==> src/hw/rtl/psg_pkg.sv <==
// ----------------------------------------------------------------------------
// psg_pkg
// Shared types and constants for the tone/noise sound generator.
// ----------------------------------------------------------------------------
package psg_pkg;

  // input operation codes
  localparam logic [2:0] OP_PORT_A = 3'd0;
  localparam logic [2:0] OP_PORT_B = 3'd1;
  localparam logic [2:0] OP_ADDR   = 3'd2;
  localparam logic [2:0] OP_WRITE  = 3'd3;
  localparam logic [2:0] OP_READ   = 3'd4;
  localparam logic [2:0] OP_TICK   = 3'd5;

  // bridge modes that act
  localparam logic [1:0] MODE_WRITE  = 2'd2;
  localparam logic [1:0] MODE_SELECT = 2'd3;

  // internal command kinds
  localparam logic [1:0] CMD_SEL  = 2'd0;
  localparam logic [1:0] CMD_WR   = 2'd1;
  localparam logic [1:0] CMD_RD   = 2'd2;
  localparam logic [1:0] CMD_TICK = 2'd3;

  // result kinds
  localparam logic RES_READ   = 1'b0;
  localparam logic RES_SAMPLE = 1'b1;

  localparam int CMD_DEPTH = 4;
  localparam int CMD_AW    = $clog2(CMD_DEPTH);

  localparam int ACC_W           = 18;
  localparam int CLOCK_STEP_DEF  = 93750;
  localparam int SAMPLE_STEP_DEF = 44100;

  localparam logic [16:0] NOISE_SEED = 17'h1FFFF;
  localparam int REG_NOISE = 6;
  localparam int REG_MIXER = 7;
  localparam int REG_AMP   = 8;

  typedef struct packed {
    logic [1:0] kind;
    logic [7:0] data;
  } cmd_t;

endpackage

==> src/hw/rtl/psg_front.sv <==
// ----------------------------------------------------------------------------
// psg_front
// Accepts input words, runs the parallel-port bridge, emits commands.
// ----------------------------------------------------------------------------
module psg_front (
  input  logic           clk,
  input  logic           rst,
  input  logic           push,
  input  logic           full,
  input  logic [2:0]     operation,
  input  logic [7:0]     value,
  output logic           cmd_push,
  output psg_pkg::cmd_t  cmd
);
  import psg_pkg::*;

  logic [7:0] port_a;
  logic [1:0] bridge_mode;
  logic [1:0] mode_new;
  logic       accept;

  assign accept   = push && !full;
  assign mode_new = value[4:3];

  always_ff @(posedge clk) begin
    if (rst) begin
      port_a      <= '0;
      bridge_mode <= '0;
    end else if (accept) begin
      if (operation == OP_PORT_A) begin
        port_a <= value;
      end
      if (operation == OP_PORT_B) begin
        bridge_mode <= mode_new;
      end
    end
  end

  always_comb begin
    cmd_push  = 1'b0;
    cmd.kind  = CMD_SEL;
    cmd.data  = value;
    unique case (operation)
      OP_PORT_B: begin
        if (mode_new != bridge_mode && mode_new == MODE_WRITE) begin
          cmd_push = accept;
          cmd.kind = CMD_WR;
          cmd.data = port_a;
        end else if (mode_new != bridge_mode && mode_new == MODE_SELECT) begin
          cmd_push = accept;
          cmd.kind = CMD_SEL;
          cmd.data = port_a;
        end
      end
      OP_ADDR: begin
        cmd_push = accept;
        cmd.kind = CMD_SEL;
      end
      OP_WRITE: begin
        cmd_push = accept;
        cmd.kind = CMD_WR;
      end
      OP_READ: begin
        cmd_push = accept;
        cmd.kind = CMD_RD;
      end
      OP_TICK: begin
        cmd_push = accept;
        cmd.kind = CMD_TICK;
      end
      default: begin
        cmd_push = 1'b0;
      end
    endcase
  end

endmodule

==> src/hw/rtl/psg_cmd_fifo.sv <==
// ----------------------------------------------------------------------------
// psg_cmd_fifo
// Short command queue between front and back.
// ----------------------------------------------------------------------------
module psg_cmd_fifo (
  input  logic           clk,
  input  logic           rst,
  input  logic           wr_en,
  input  psg_pkg::cmd_t  wr_cmd,
  output logic           full,
  input  logic           rd_en,
  output logic           valid,
  output psg_pkg::cmd_t  rd_cmd
);
  import psg_pkg::*;

  cmd_t              slots [CMD_DEPTH];
  logic [CMD_AW-1:0] wr_ptr;
  logic [CMD_AW-1:0] rd_ptr;
  logic [CMD_AW:0]   count;
  logic              do_wr;
  logic              do_rd;

  assign full   = (count == (CMD_AW+1)'(CMD_DEPTH));
  assign valid  = (count != '0);
  assign rd_cmd = slots[rd_ptr];
  assign do_wr  = wr_en && !full;
  assign do_rd  = rd_en && valid;

  always_ff @(posedge clk) begin
    if (do_wr) begin
      slots[wr_ptr] <= wr_cmd;
    end
  end

  always_ff @(posedge clk) begin
    if (rst) begin
      wr_ptr <= '0;
      rd_ptr <= '0;
      count  <= '0;
    end else begin
      if (do_wr) begin
        wr_ptr <= wr_ptr + 1'b1;
      end
      if (do_rd) begin
        rd_ptr <= rd_ptr + 1'b1;
      end
      if (do_wr && !do_rd) begin
        count <= count + 1'b1;
      end else if (do_rd && !do_wr) begin
        count <= count - 1'b1;
      end
    end
  end

endmodule

==> src/hw/rtl/psg_back.sv <==
// ----------------------------------------------------------------------------
// psg_back
// Register file, tone/noise generators, phase accumulator, mixer, result word.
// ----------------------------------------------------------------------------
module psg_back #(
  parameter int CLOCK_STEP  = psg_pkg::CLOCK_STEP_DEF,
  parameter int SAMPLE_STEP = psg_pkg::SAMPLE_STEP_DEF
) (
  input  logic           clk,
  input  logic           rst,
  input  logic           cmd_valid,
  input  psg_pkg::cmd_t  cmd,
  output logic           cmd_pop,
  output logic           empty,
  input  logic           pop,
  output logic           result_kind,
  output logic [7:0]     read_value,
  output logic [6:0]     sample_sum
);
  import psg_pkg::*;

  localparam logic ST_IDLE = 1'b0;
  localparam logic ST_RUN  = 1'b1;

  localparam logic [ACC_W-1:0] CSTEP = ACC_W'(CLOCK_STEP);
  localparam logic [ACC_W-1:0] SSTEP = ACC_W'(SAMPLE_STEP);

  logic              state;
  logic [7:0]        regs [16];
  logic [3:0]        selected;
  logic [11:0]       tone_count [3];
  logic [2:0]        tone_level;
  logic [5:0]        noise_count;
  logic [16:0]       noise_shift;
  logic [ACC_W-1:0]  acc;
  logic              out_valid;

  logic              out_free;
  logic              step;
  logic              read_load;
  logic              sample_load;
  logic [11:0]       tone_count_next [3];
  logic [2:0]        tone_level_next;
  logic [5:0]        noise_count_next;
  logic [16:0]       noise_shift_next;
  logic signed [6:0] mix;

  assign out_free    = !out_valid || pop;
  assign empty       = !out_valid;
  assign step        = (state == ST_RUN) && (acc >= SSTEP);
  assign sample_load = (state == ST_RUN) && !step && out_free;
  assign cmd_pop     = (state == ST_IDLE) && cmd_valid
                       && (cmd.kind != CMD_RD || out_free);
  assign read_load   = cmd_pop && (cmd.kind == CMD_RD);

  // one chip clock
  always_comb begin
    logic [11:0] period;
    logic [11:0] cur;
    logic [4:0]  np;
    logic [5:0]  ncur;
    for (int c = 0; c < 3; c++) begin
      period = {regs[2*c+1][3:0], regs[2*c]};
      cur    = (tone_count[c] != '0) ? tone_count[c]
             : ((period != '0) ? period : 12'd1);
      tone_count_next[c] = cur - 12'd1;
      tone_level_next[c] = tone_level[c] ^ (cur == 12'd1);
    end
    np   = regs[REG_NOISE][4:0];
    ncur = (noise_count != '0) ? noise_count
         : {((np != '0) ? np : 5'd1), 1'b0};
    noise_count_next = ncur - 6'd1;
    noise_shift_next = (ncur == 6'd1)
                     ? {noise_shift[0] ^ noise_shift[3], noise_shift[16:1]}
                     : noise_shift;
  end

  // mixer
  always_comb begin
    logic              on;
    logic signed [6:0] amp;
    mix = '0;
    for (int c = 0; c < 3; c++) begin
      on  = (tone_level[c] | regs[REG_MIXER][c]) & (noise_shift[0] | regs[REG_MIXER][c+3]);
      amp = signed'({3'b000, regs[REG_AMP+c][3:0]});
      mix = on ? (mix + amp) : (mix - amp);
    end
  end

  always_ff @(posedge clk) begin
    if (rst) begin
      state       <= ST_IDLE;
      selected    <= '0;
      tone_level  <= '0;
      noise_count <= '0;
      noise_shift <= NOISE_SEED;
      acc         <= '0;
      out_valid   <= 1'b0;
      for (int i = 0; i < 16; i++) begin
        regs[i] <= '0;
      end
      for (int c = 0; c < 3; c++) begin
        tone_count[c] <= '0;
      end
    end else begin
      unique case (state)
        ST_IDLE: begin
          if (cmd_pop) begin
            unique case (cmd.kind)
              CMD_SEL:  selected <= cmd.data[3:0];
              CMD_WR:   regs[selected] <= cmd.data;
              CMD_RD: begin
                result_kind <= RES_READ;
                read_value  <= regs[selected];
                sample_sum  <= '0;
              end
              CMD_TICK: begin
                acc   <= acc + CSTEP;
                state <= ST_RUN;
              end
            endcase
          end
        end
        ST_RUN: begin
          if (step) begin
            acc         <= acc - SSTEP;
            tone_level  <= tone_level_next;
            noise_count <= noise_count_next;
            noise_shift <= noise_shift_next;
            for (int c = 0; c < 3; c++) begin
              tone_count[c] <= tone_count_next[c];
            end
          end else if (out_free) begin
            result_kind <= RES_SAMPLE;
            read_value  <= '0;
            sample_sum  <= mix;
            state       <= ST_IDLE;
          end
        end
      endcase
      if (read_load || sample_load) begin
        out_valid <= 1'b1;
      end else if (pop) begin
        out_valid <= 1'b0;
      end
    end
  end

  a_lfsr_live: assert property (@(posedge clk) disable iff (rst) noise_shift != '0)
    else $error("noise shift register reached zero");
  a_acc_bound: assert property (@(posedge clk) disable iff (rst)
    state == ST_IDLE |-> acc < SSTEP)
    else $error("accumulator not reduced below sample step");
  a_no_overwrite: assert property (@(posedge clk) disable iff (rst)
    (read_load || sample_load) |-> (!out_valid || pop))
    else $error("pending result overwritten");
  a_pop_idle: assert property (@(posedge clk) disable iff (rst)
    cmd_pop |-> state == ST_IDLE)
    else $error("command taken while a tick is running");

endmodule

==> src/hw/rtl/psg_tone_noise_sound_generator_unit.sv <==
// ----------------------------------------------------------------------------
// psg_tone_noise_sound_generator_unit
// Three tone channels plus LFSR noise behind a 16-byte register file.
// ----------------------------------------------------------------------------
// Input channel: push/full with operation and value. Port A/B writes drive the
// parallel-port bridge; address latch, data write, data read and sample tick
// reach the register file and generators directly.
// Result channel: empty/pop. A data read returns read_value (kind 0); a sample
// tick returns the signed channel sum in sample_sum (kind 1).
// Accepted words go through a front decoder into a four-entry command queue,
// so the input side keeps taking words while the back end works or waits.
// A register command is carried out in the back end when it is taken. A sample
// tick adds CLOCK_STEP to the accumulator, then runs chip clocks while it holds
// at least SAMPLE_STEP (CLOCK_STEP/SAMPLE_STEP rounded up or down, 2 or 3 at the
// defaults), then mixes the channels into the result register.
// A read or tick waits while the result register holds an untaken word; the
// queue fills and full rises if pop stays low.
// Synchronous reset clears the register file, counters and the accumulator and
// seeds the noise shift register with all ones; the result outputs are not cleared.
// ----------------------------------------------------------------------------
module psg_tone_noise_sound_generator_unit #(
  parameter int CLOCK_STEP  = psg_pkg::CLOCK_STEP_DEF,
  parameter int SAMPLE_STEP = psg_pkg::SAMPLE_STEP_DEF
) (
  input  logic       clk,
  input  logic       rst,
  input  logic       push,
  output logic       full,
  input  logic [2:0] operation,
  input  logic [7:0] value,
  output logic       empty,
  input  logic       pop,
  output logic       result_kind,
  output logic [7:0] read_value,
  output logic [6:0] sample_sum
);
  import psg_pkg::*;

  cmd_t front_cmd;
  cmd_t back_cmd;
  logic front_push;
  logic queue_valid;
  logic queue_pop;

  psg_front u_front (
    .clk       (clk),
    .rst       (rst),
    .push      (push),
    .full      (full),
    .operation (operation),
    .value     (value),
    .cmd_push  (front_push),
    .cmd       (front_cmd)
  );

  psg_cmd_fifo u_queue (
    .clk    (clk),
    .rst    (rst),
    .wr_en  (front_push),
    .wr_cmd (front_cmd),
    .full   (full),
    .rd_en  (queue_pop),
    .valid  (queue_valid),
    .rd_cmd (back_cmd)
  );

  psg_back #(
    .CLOCK_STEP  (CLOCK_STEP),
    .SAMPLE_STEP (SAMPLE_STEP)
  ) u_back (
    .clk         (clk),
    .rst         (rst),
    .cmd_valid   (queue_valid),
    .cmd         (back_cmd),
    .cmd_pop     (queue_pop),
    .empty       (empty),
    .pop         (pop),
    .result_kind (result_kind),
    .read_value  (read_value),
    .sample_sum  (sample_sum)
  );

endmodule

==> config.mk <==
export PLATFORM = sky130hd
export DESIGN_NAME = psg_tone_noise_sound_generator_unit
export DESIGN_NICKNAME = d
export VERILOG_FILES = /design/src/hw/rtl/psg_pkg.sv /design/src/hw/rtl/psg_front.sv /design/src/hw/rtl/psg_cmd_fifo.sv /design/src/hw/rtl/psg_back.sv /design/src/hw/rtl/psg_tone_noise_sound_generator_unit.sv
export SDC_FILE = /design/constraint.sdc
export NUM_CORES = 1
export LEC_CHECK = 0
export BUFFER_PORTS_ARGS = -buffer_cell sky130_fd_sc_hd__buf_2
export CAP_MARGIN = 20
export CORE_UTILIZATION = 36
export CTS_BUF_LIST = sky130_fd_sc_hd__clkbuf_4 sky130_fd_sc_hd__clkbuf_8
export DETAILED_ROUTE_END_ITERATION = 8
export GPL_TIMING_DRIVEN = 1
export PLACE_DENSITY_LB_ADDON = 0.3
export RECOVER_POWER = 25
export SYNTH_ARGS = -nofsm -noshare
export SYNTH_HDL_FRONTEND = slang
export SYNTH_SLANG_ARGS = --single-unit
==> constraint.sdc <==
create_clock -name clk -period 4.3 [get_ports clk]
set_input_delay 1.075 -clock clk [delete_from_list [all_inputs] [get_ports clk]]
set_output_delay 1.075 -clock clk [all_outputs]
set_load 0.03 [all_outputs]
* Word-level counts from Yosys, hierarchy flattened *
Memory sizes are Yosys's and may differ from the RTL's. A register that Yosys moved wholly into a read port is not among the register bits.
Index checks and enable logic that the tools add are counted.

word-level totals
  output and inout port bits = 18
  word-level logic and storage cells = 187
  memories = 3
  bits in registers = 83
  memory bits (writable) = 204

operators by class
  bitwise gates (word level) = 18
  reductions and logical operators = 43
  $add $sub $neg = 15
  muxes and demuxes = 69
  eq/ne operators = 23
  magnitude comparators = 1

memories
  memory             words  width  read ports  clocked after Yosys merged registers in  wr ports  line                source
  u_back.regs        16     8      12          1                                        16        psg_back.sv:29      logic [7:0] regs [16];
  u_queue.slots      4      10     1           1                                        1         psg_cmd_fifo.sv:17  cmd_t slots [CMD_DEPTH];
  u_back.tone_count  3      12     3           0                                        3         psg_back.sv:31      logic [11:0] tone_count [3];

operators by type and width
  kind                                                    count
  2-to-1 mux 12 bit                                       9
  nonzero test 12 bit                                     6
  2-to-1 mux 8 bit                                        7
  2-to-1 mux 18 bit                                       3
  2-to-1 mux 7 bit                                        7
  equality test 12 x 1 -> 1 bit (second input constant)   3
  case mux 18 bit (2 select lines)                        1
  subtractor 12 x 1 -> 12 bit (second input constant)     3
  2-to-1 mux 1 bit                                        26
  adder 18 x 17 -> 18 bit (second input constant)         1
  >= comparator 18 x 16 -> 1 bit (second input constant)  1
  subtractor 18 x 16 -> 18 bit (second input constant)    1
  case mux 8 bit (2 select lines)                         1
  adder 7 x 5 -> 7 bit                                    2
  case mux 7 bit (2 select lines)                         1
  subtractor 7 x 5 -> 7 bit                               2
  logical AND 1 bit                                       13
  2-to-1 mux 4 bit                                        3
  inequality test 2 bit (second input constant)           6
  2-to-1 mux 10 bit                                       1
  equality test 3 bit (second input constant)             3
  bitwise OR 1 bit                                        9
  AND reduction 3 bit                                     3
  equality test 2 bit (second input constant)             4
  other kinds (32)                                        53

* Logic depth before layout (Yosys ltp) *
Gate-level depths: netlist (run 1).

  depth in word-level cells = 11
  mapped depth = 16

* Hierarchy *
Synthesis (run 1) repeated with hierarchy kept, for this count alone.

unflattened totals
  cell total of the unflattened synthesis = 1274
  area, all modules = 14989.4 um^2

modules (own cells, without submodules)
  module        cells an instance  area each (um^2)  seq. area each (um^2)  times used
  psg_back      1103               12483.2           6466.2                 1
  psg_cmd_fifo  100                1910.6            1381.3                 1
  psg_front     71                 595.6             200.2                  1

* Least setup slack after synthesis (run 1) *
No wires, ideal clock.

  kind = reg-to-reg
  start point = register u_back.acc[2]
  end point = register u_back.read_value[0] (enable)
  arrival time = 3458 ps
  stages on the path, launching flop included = 9
  slack = 447 ps
  setup time = 395 ps
  required time = 3905 ps
  path through = dfxtp_1 > inv_1 > ha_1 > or3b_2 > a211oi_2 > o211ai_4 > nand2_4 > nand2_1 > a21oi_1

on the way
  word-level cells in the longest chain between the ends = 4

RTL lines
  item                             line             source
  start, declared                  psg_back.sv:35   logic [ACC_W-1:0] acc;
  start signal, assigned           psg_back.sv:118  acc <= acc + CSTEP;
  start signal, assigned           psg_back.sv:126  acc <= acc - SSTEP;
  >= comparator 18 x 16 -> 1 bit   psg_back.sv:50   assign step = (state == ST_RUN) && (acc >= SSTEP);
  logical AND 1 bit                psg_back.sv:50
  inequality test 2 bit (no line)  -
  AND reduction 5 bit (no line)    -
  end signal, assigned             psg_back.sv:114  read_value <= regs[selected];
  end, declared                    psg_back.sv:17   output logic [7:0] read_value,

No other way between the ends.
A chain may end at the register's enable or synchronous reset.

==> impl_metrics.tcl, run 1 <==
set metrics [dict create \
    outcome "complete, but fails checks" \
    violations "capacitance limit, slew limit" \
    dp_hpwl_um 23600 \
    synth-edff-count 220 \
    final_common_cell "nor2_1" \
    area_delta_synth_final_pct 12.0 \
    fin_setup_tns_ns 0 \
    fin_cells 1912 \
    dp_slack_ns 0.900 \
    final_cell_mix "238 x nor2_1, 220 x edfxtp_1, 77 x nand2_1, 75 x a21oi_1, 71 x dfxtp_1" \
    post_cts_buffers 0 \
    whs_endpoint "u_back.noise_shift[8]$_SDFFE_PP1P_" \
    ys_seq_area_frac 0.546 \
    yosysTopAreaCell "edfxtp_1" \
    cts_made_buffers 50 \
    portBuffers 32 \
    worst-path-buf-inv 1 \
    place_inst 1818 \
    cts_sinks 292 \
    power_density_mw_per_mm2 501 \
    reg2reg_depth 7 \
    worst_slew_pin_slew_ns 1.54 \
    h-tree-depth 2 \
    clock_tree.buffer_depth 3 \
    hold_depth 2 \
    die_x_um 204 \
    synthArstFlopShare 0 \
    min_period_ns 3.52 \
    cp_slowest_stage_delay_ns 0.63 \
    arrival_ns 3.80 \
    die_area_mm2 0.0417 \
    required_ns 4.58 \
    yosys_warnings 0 \
    cts-root-buf "clkbuf_8" \
    netlist.area_leader.share 0.448 \
    grt_max_degree 57 \
    die-height_um 204 \
    synth-seq-cells 292 \
    synth_ff_type "edfxtp_1" \
    gp_congestion 0.864 \
    avgSynthCellArea_um2 11.4 \
    hold_buffers 0 \
    syn_area_mm2 0.0147 \
    wire_per_inst_um 18.3 \
    drt-pass1-iter-count 5 \
    maxCapViolCount 1 \
    vias 10200 \
    antenna_found_initial 1 \
    r2r_slack_ns 0.78 \
    routed_wl_um 35000 \
    initial_utilization 0.368 \
    boundaryPins 33 \
    period_share 0.819 \
    slew_viol_final 5 \
    maxSlewHeadroom -0.0334 \
    drc 0 \
    clock_latency_ns 0.62 \
    hold_viol_final 0 \
    endpoint_kind "register" \
    leakage_nw 5.80 \
    min-delay-start "u_back.noise_shift[8]$_SDFFE_PP1P_" \
    multi_input_area_mm2 0.00626 \
    final_layout_size_suffix_gt1_frac 0.149 \
    cts_resized 0 \
    syn-instance-count 1293 \
    grt_pass1_vias 9933 \
    num_rows 73 \
    rsz0062_at_grt "false" \
    ant_nets 0 \
    synth_area_leaders "edfxtp_1 45%, dfxtp_1 9.8%, mux4_2 6.4%" \
    path_class "register to register" \
    ir_worst_vdd_mv 0.264 \
    fin_util 0.413 \
    fin_ws_ns 0.780 \
    clock.fmax_mhz 284 \
    cp_max_fo 18 \
    start_kind "register" \
    synth_cell_types 80 \
    r2r_end "u_back.regs[3][3]$_SDFFCE_PN0P_" \
    final_nets 1397 \
    antenna_cells 0 \
    drt_iter0_drc 761 \
    core_region_area_mm2 0.0400 \
    critPathTopFamily "simple AND/OR/NAND/NOR gates" \
    path_common_cell "nand3_1" \
    track_usage 0.171 \
    cts.clk_slew.worst_paths_ns 0.06 \
    nFillCells 3878 \
    slowest_stage "mux4_2" \
    cts_tree "built" \
    regArea_mm2 0.00805 \
    postSynthNetCount 1344 \
    clock_skew_ns 0.0296 \
    via_per_inst 5.36 \
    hp-class "register to register" \
    grt_pass1_wl_um 55100 \
    grt_overflow 0 \
    finalSetupViolCount 0 \
    cp_cell_sequence "clkbuf_1, mux4_2, nor2_1, nand3_1, nor3_1, nand3_1, nand2_1" \
]
[sequential cells by signal, summed over array words and instances, names as in the netlist, 3 cells and up, named ones only]
| signal | count |
|---|---|
| u_back.regs | 128 |
| u_back.tone_level | 3 |
| u_front.port_a | 8 |
| u_back.acc | 17 |
| u_back.noise_count | 6 |
| u_back.sample_sum | 7 |
| u_queue.slots | 40 |
| u_back.selected | 4 |
| u_back.tone_count | 36 |
| u_back.read_value | 8 |
| u_queue.count | 3 |
| u_back.noise_shift | 17 |
[cell usage after synthesis, drive strengths merged (12+ instances only)]
library cell,count
a21o,13
a21oi,76
a31oi,12
and2,19
buf,18
clkbuf,41
dfxtp,72
edfxtp,220
ha,33
inv,42
mux2,24
mux2i,41
mux4,42
nand2,79
nand3,19
nor2,240
nor3,44
nor4,13
o21ai,41
or3,18
or4,17
xnor2,24
xor2,18
[stage by stage]
step	hold WS (ns)	total power, mW	instance area (um2)
floorplan	0.406	5.02	14700
global placement	0.454	5.64	15500
detailed placement	0.461	5.68	15500
CTS	0.476	8.37	16600
global route	0.498	8.68	16500
finish	0.471	8.27	16500
[worst max path at each step]
stage          cells after the start  slack (ns)                                endpoint                                   start
2_1_floorplan                      8        0.45      u_back.read_value[0]$_SDFFCE_PP0P_              u_back.acc[2]$_SDFFE_PP0P_
3_3_place_gp                      10        0.97           u_queue.count[2]$_SDFFE_PP0P_                            operation[1]
3_5_place_dp                      10        0.90           u_queue.count[2]$_SDFFE_PP0P_                            operation[1]
4_1_cts                           11        0.91  u_back.tone_count[0][22]$_SDFFCE_PN0P_  u_back.tone_count[0][18]$_SDFFCE_PN0P_
5_1_grt                            7        0.37        u_back.regs[11][7]$_SDFFCE_PN0P_                                register
6_report                           7        0.78         u_back.regs[3][3]$_SDFFCE_PN0P_                                register
[worst min-delay path: stages, from the launching register on]
cell     delay, ns
dfxtp_1       0.32
mux2i_1       0.06
nand2_1       0.06
[final cells by class]
cell class | count | share of cell area
sequential | 292 | 0.488
multi-input combinational | 900 | 0.379
clock buffer | 72 | 0.0532
tap | 525 | 0.0398
timing repair buffer | 60 | 0.0197
clock inverter | 21 | 0.0109
inverter | 42 | 0.00955
[layer usage]
layer,track usage,share of wire
met1,0.232,0.45
met2,0.274,0.47
met3,0.0308,0.055
met4,0.0560,0.022
met5,0,0
[where the power goes]
group	leakage, nW	internal (mW)	switching [mW]	total, mW
Sequential	2.80	3.28	0.240	3.52
Clock	0.557	1.50	1.17	2.67
Combinational	2.45	0.811	1.26	2.07
Total	5.80	5.59	2.67	8.27
[kinds of logic after synthesis]
| family | count (synthesis) | synth area share |
|---|---|---|
| AO/OA/AOI/OAI | 217 | 0.0961 |
| flip-flops | 292 | 0.546 |
| adder cells (fa/ha/maj) | 36 | 0.0321 |
| multiplexers | 107 | 0.110 |
| AND/OR/NAND/NOR | 497 | 0.160 |
| buffers and inverters | 101 | 0.0289 |
| XOR/XNOR | 43 | 0.0265 |
(Power assumes the default switching activity.)
==> run 2, diff against run 1 <==
--- a/config.mk
+++ b/config.mk
@@ -5,6 +5,7 @@
 export SDC_FILE = /design/constraint.sdc
 export NUM_CORES = 1
 export LEC_CHECK = 0
+export ABC_AREA = 1
 export BUFFER_PORTS_ARGS = -buffer_cell sky130_fd_sc_hd__buf_2
 export CAP_MARGIN = 20
 export CORE_UTILIZATION = 36
==> constraint.sdc (replaced) <==
create_clock -name clk -period 3.3 [get_ports clk]
set_input_delay 0.825 -clock clk [delete_from_list [all_inputs] [get_ports clk]]
set_output_delay 0.825 -clock clk [all_outputs]
set_load 0.03 [all_outputs]
==> impl_metrics.tcl, run 2 <==
set metrics [dict create \
    nFillCells 4225 \
    synth_top_family_by_area "simple AND/OR/NAND/NOR gates" \
    dp_slack_ns 0.0952 \
    postSynthNetCount 1834 \
    largest-register "u_back.regs" \
    required_ns 3.69 \
    violations "capacitance limit, slew limit" \
    yosys.cell_count.top_type "nand2_1" \
    vias 12300 \
    synthArstFlopShare 0 \
    cts.clk_slew.worst_paths_ns 0.06 \
    clock_tree.buffer_depth 3 \
    num_rows 75 \
    worst_slew_pin_slew_ns 1.64 \
    antenna_cells 0 \
    ys_seq_area_frac 0.527 \
    wire_per_inst_um 15.8 \
    synth-xor-area-share 0.0103 \
    power_density_mw_per_mm2 743 \
    cts_sinks 292 \
    syn_area_mm2 0.0153 \
    ant_nets 0 \
    final_cell_mix "332 x nand2_1, 281 x nor2_1, 220 x edfxtp_1, 200 x inv_1, 147 x nand3_1" \
    synthSimpleGateAreaFrac 0.248 \
    synth_area_leaders "edfxtp_1 43%, dfxtp_1 9.4%, nand2_1 8.1%" \
    drt-pass1-iter-count 5 \
    r2r_end "u_back.sample_sum[6]$_SDFFCE_PN0P_" \
    slew_viol_final 75 \
    die_area_mm2 0.0432 \
    cts-root-buf "clkbuf_8" \
    cts_tree "built" \
    hold_viol_final 0 \
    netlist.area_leader.share 0.433 \
    clock_latency_ns 0.63 \
    period_share 0.947 \
    timing.critical_path.to "u_back.sample_sum[6]$_SDFFCE_PN0P_" \
    gp_congestion 0.879 \
    routed_wl_um 38200 \
    endpoint_kind "register" \
    grt_pass1_vias 12000 \
    yosysTopAreaCell "edfxtp_1" \
    drc 0 \
    setup.worst_path.start "u_back.regs[8][1]$_SDFFCE_PN0P_" \
    synth_fa_ha_area_frac 0.0310 \
    ir_worst_vdd_mv 0.425 \
    cp_max_fo 5 \
    portBuffers 32 \
    muxShareOfSynthArea 0 \
    synth-seq-cells 292 \
    die_x_um 208 \
    grt_pass1_wl_um 61500 \
    final_common_cell "nand2_1" \
    yosys_warnings 0 \
    multi_input_area_mm2 0.00613 \
    netlist_top_cells_count "331 x nand2_1, 281 x nor2_1, 220 x edfxtp_1, 203 x inv_1, 144 x nand3_1" \
    reg2reg_depth 21 \
    area_delta_synth_final_pct 11.6 \
    largest_register_ffs 128 \
    dp_hpwl_um 25800 \
    finalSetupViolCount 0 \
    leakage_nw 7.00 \
    avgSynthCellArea_um2 8.56 \
    cts_made_buffers 51 \
    fin_ws_ns 0.175 \
    arrival_ns 3.51 \
    final_layout_size_suffix_gt1_frac 0.111 \
    synth_cell_types 48 \
    syn-instance-count 1783 \
    grt_overflow 0 \
    die-height_um 208 \
    core_region_area_mm2 0.0419 \
    maxSlewHeadroom -0.0912 \
    via_per_inst 5.08 \
    final_nets 1883 \
    r2r_slack_ns 0.17 \
    hold_buffers 0 \
    min_period_ns 3.13 \
    regArea_mm2 0.00805 \
    h-tree-depth 2 \
    synth-edff-count 220 \
    outcome "complete, but fails checks" \
    track_usage 0.177 \
    hp-class "register to register" \
    synth_ff_type "edfxtp_1" \
    reg.largest.list "u_back.regs (128), u_queue.slots (40), u_back.tone_count (36)" \
    drt_iter0_drc 902 \
    reg2reg_from "u_back.regs[8][1]$_SDFFCE_PN0P_" \
    fin_setup_tns_ns 0 \
    start_kind "register" \
    clock.fmax_mhz 320 \
    path_class "register to register" \
    antenna_found_initial 0 \
    maxCapViolCount 1 \
    clock_skew_ns 0.0272 \
    initial_utilization 0.365 \
    boundaryPins 33 \
    synth-compound-area-share 0.112 \
    grt_max_degree 75 \
]
run 2: cell types whose count changed after synthesis, sizes merged, moves of 18 or more:
cell / previous run / this run
nand2: 79 / 338
or3: 18 / 0
mux2i: 41 / 0
inv: 42 / 210
mux4: 42 / 0
mux2: 24 / 0
nand3: 19 / 158
xnor2: 24 / 6
o21ai: 41 / 139
a21oi: 76 / 114
nor2: 240 / 329
nor3: 44 / 8
run 2: power breakdown:
part,internal [mW],switching (mW)
combinational,1.12,3.31
sequential,4.43,0.284
clock,1.96,1.55
run 2: kinds of logic (layout without fill, tap and decap cells):
logic type	after synthesis	after routing
compound gates	308	308
xor+xnor	18	18
fa+ha+maj	36	36
buf+inv	276	368
flops	292	292
simple gates	853	853
run 2: area by class of cell:
class / instances / area share
clock buffers: 76 / 0.0544
clock inverters: 20 / 0.00859
inverters: 213 / 0.0470
multi-input cells: 1215 / 0.360
flip-flops and latches: 292 / 0.472
well taps: 539 / 0.0396
repair buffers: 59 / 0.0184
run 2: per-layer routing:
metal  vias to the layer above  GRT usage  part of all wire
met1                      5820      0.235              0.45
met4                         0     0.0575             0.019
met3                        55     0.0331             0.060
met2                       328      0.292              0.47
li1                       6071          -                 -
met5                         -          0                 0
run 2: worst max-delay path, cell delays in order, from the launching register on:
cell	delay (ns)
edfxtp_1	0.42
inv_1	0.10
ha_1	0.19
inv_1	0.06
nand2_1	0.08
xor2_1	0.14
inv_1	0.09
ha_4	0.29
nand3_1	0.08
nand3_1	0.10
xnor2_1	0.12
inv_1	0.05
ha_1	0.33
a21oi_2	0.14
nand2_1	0.09
nand2_1	0.06
nand2_1	0.06
a21oi_2	0.13
xor2_1	0.19
nand2_1	0.07
nand2_1	0.06
nor2_1	0.05
run 2: worst min-delay path by stage:
stage	start	endpoint	slack [ns]	cells after the start
global route	u_front.port_a[2]$_SDFFE_PP0P_	u_front.port_a[2]$_SDFFE_PP0P_	0.46	2
detailed placement	u_queue.rd_ptr[1]$_SDFFE_PP0P_	u_queue.rd_ptr[1]$_SDFFE_PP0P_	0.43	1
global placement	u_queue.rd_ptr[1]$_SDFFE_PP0P_	register	0.42	1
finish	u_queue.rd_ptr[1]$_SDFFE_PP0P_	u_queue.rd_ptr[1]$_SDFFE_PP0P_	0.44	1
CTS	rst	u_back.acc[3]$_SDFFE_PP0P_	0.42	2
floorplan	u_queue.rd_ptr[1]$_SDFFE_PP0P_	register	0.41	1
run 2: stage by stage:
step	hold WS, ns	std cells	total power, mW	cell area [um2]	util
2_1_floorplan	0.412	1783	7.89	15300	-
4_1_cts	0.420	2413	12.8	17100	0.408
6_report	0.438	2414	12.7	17000	0.407
5_1_grt	0.464	2414	13.4	17000	0.407
3_5_place_dp	0.432	2317	9.26	16000	0.383
3_3_place_gp	0.425	2317	9.20	16000	0.383
run 2: timing repair:
item / 4_1_cts / 5_1_grt
setup buffers: 0 / 1
setup endpoints to repair: 0 / 2
gates resized for setup: 0 / 11
==> run 3, diff against run 2 <==
--- a/config.mk
+++ b/config.mk
@@ -12,8 +12,8 @@
 export CTS_BUF_LIST = sky130_fd_sc_hd__clkbuf_4 sky130_fd_sc_hd__clkbuf_8
 export DETAILED_ROUTE_END_ITERATION = 8
 export GPL_TIMING_DRIVEN = 1
-export PLACE_DENSITY_LB_ADDON = 0.3
 export RECOVER_POWER = 25
+export SLEW_MARGIN = 20
 export SYNTH_ARGS = -nofsm -noshare
 export SYNTH_HDL_FRONTEND = slang
 export SYNTH_SLANG_ARGS = --single-unit
==> constraint.sdc (replaced) <==
create_clock -name clk -period 3.3 [get_ports clk]
set_input_delay 0.33 -clock clk [delete_from_list [all_inputs] [get_ports clk]]
set_output_delay 0.33 -clock clk [all_outputs]
set_load 0.03 [all_outputs]
==> impl_metrics.tcl, run 3 (synthesis gave the netlist of run 2 again) <==
set metrics [dict create \
    required_ns 3.65 \
    boundaryPins 33 \
    drt-pass1-iter-count 5 \
    min_period_ns 3.08 \
    cp_max_fo 5 \
    fin_area_mm2 0.0171 \
    leakage_nw 7.03 \
    cts.clk_slew.worst_paths_ns 0.06 \
    final_nets 1886 \
    dpl-instance-area_mm2 0.0160 \
    hold_viol_final 0 \
    final_common_cell "nand2_1" \
    endpoint_kind "register" \
    grt_pass1_vias 11800 \
    final_layout_size_suffix_gt1_frac 0.116 \
    die-height_um 208 \
    clock_tree.buffer_depth 3 \
    arrival_ns 3.43 \
    antenna_cells 0 \
    dp_hpwl_um 26000 \
    maxSlewHeadroom -0.0985 \
    finalSetupViolCount 0 \
    initial_utilization 0.365 \
    cts_tree "built" \
    worst_slew_pin_slew_ns 1.65 \
    core_region_area_mm2 0.0419 \
    outcome "complete, but fails checks" \
    ant_nets 0 \
    largest_register_ffs 128 \
    drc 0 \
    clock_latency_ns 0.63 \
    vias 12200 \
    grt_pass1_wl_um 60700 \
    antenna_found_initial 0 \
    power_density_mw_per_mm2 741 \
    rsz0062_at_grt "true" \
    violations "capacitance limit, slew limit" \
    period_share 0.933 \
    portBuffers 32 \
    reg.largest.list "u_back.regs (128), u_queue.slots (40), u_back.tone_count (36)" \
    routed_wl_um 38000 \
    clock.fmax_mhz 325 \
    cts-root-buf "clkbuf_8" \
    slew_viol_final 75 \
    hp-class "input pin to register" \
    via_per_inst 5.03 \
    track_usage 0.176 \
    largest-register "u_back.regs" \
    grt_max_degree 75 \
    place_inst 2318 \
    start_kind "register" \
    total_power_mw 12.7 \
    fin_ws_ns 0.220 \
    drt_iter0_drc 894 \
    area_delta_synth_final_pct 12.1 \
    wire_per_inst_um 15.7 \
    ir_worst_vdd_mv 0.484 \
    fin_cells 2416 \
    die_area_mm2 0.0432 \
    dp_slack_ns 0.0887 \
    path_class "register to register" \
    nFillCells 4153 \
    cts_sinks 292 \
    cts_made_buffers 51 \
    gp_congestion 0.882 \
    die_x_um 208 \
    clock_skew_ns 0.0470 \
    grt_overflow 0 \
    maxCapViolCount 1 \
    whs_ns 0.0447 \
    h-tree-depth 2 \
    final_cell_mix "330 x nand2_1, 281 x nor2_1, 220 x edfxtp_1, 202 x inv_1, 146 x nand3_1" \
    num_rows 75 \
]
[run 3: cell count changes in the layout (fill, tap and decap cells not counted), sizes merged]
cell / change
dlygate4sd3: +2
clkinvlp: -1
bufinv: -2
buf: -1
clkinv: -8
clkbuf: +12
[run 3: path summary, 6_finish.rpt]
check / startpoint / end / slack (ns) / cells after the start
max: u_back.regs[7][4]$_SDFFCE_PN0P_ / u_back.sample_sum[6]$_SDFFCE_PN0P_ / 0.22 / 17
min: value[0] / u_front.port_a[0]$_SDFFE_PP0P_ / 0.04 / 3
min reg2reg: u_queue.rd_ptr[1]$_SDFFE_PP0P_ / u_queue.rd_ptr[1]$_SDFFE_PP0P_ / 0.44 / 1
max reg2reg: u_back.regs[7][4]$_SDFFCE_PN0P_ / u_back.sample_sum[6]$_SDFFCE_PN0P_ / 0.22 / 17
[run 3: area by class of cell]
| cell class | count | area, um2 | share of cell area |
|---|---|---|---|
| well taps | 539 | 674 | 0.0394 |
| clock inverters | 9 | 48.8 | 0.00285 |
| inverters | 213 | 801 | 0.0468 |
| multi-input cells | 1215 | 6170 | 0.360 |
| repair buffers | 62 | 343 | 0.0200 |
| clock buffers | 86 | 1030 | 0.0600 |
| flip-flops and latches | 292 | 8050 | 0.470 |
[run 3: critical path, stage by stage (launching register included)]
cell,delay (ns)
edfxtp_1,0.42
o22ai_2,0.22
buf_4,0.17
nand2_1,0.04
o21ai_0,0.10
inv_1,0.08
fa_1,0.48
fa_1,0.40
inv_1,0.10
nand3_1,0.09
nand2_2,0.09
nand2_1,0.05
nand2_1,0.07
a21oi_2,0.05
xor2_1,0.17
buf_4,0.14
nor2_1,0.08
nor2_1,0.05
[run 3: what timing repair did]
action | CTS | global route
resized for setup | 0 | 13
endpoints found under the hold margin | 3 | 0
setup endpoints to repair | 0 | 2
hold buffers | 2 | 0
setup buffers | 0 | 1
[run 3: where the power goes]
group	switching, mW	internal, mW
Sequential	0.285	4.43
Combinational	3.33	1.16
Clock	1.51	1.96
Total	5.13	7.55
[run 3: per-stage QoR]
step                utilization  TNS [ns]
floorplan                     -         0
global placement          0.383         0
detailed placement        0.383         0
CTS                       0.409         0
global route              0.409   -0.0586
finish                    0.409         0
[run 3: layer usage]
metal	up-vias	wire (um)	global-route usage
met2	311	17500	0.284
met5	-	0	0
met1	5722	17200	0.238
met3	56	2430	0.0340
met4	0	847	0.0570
li1	6073	-	-
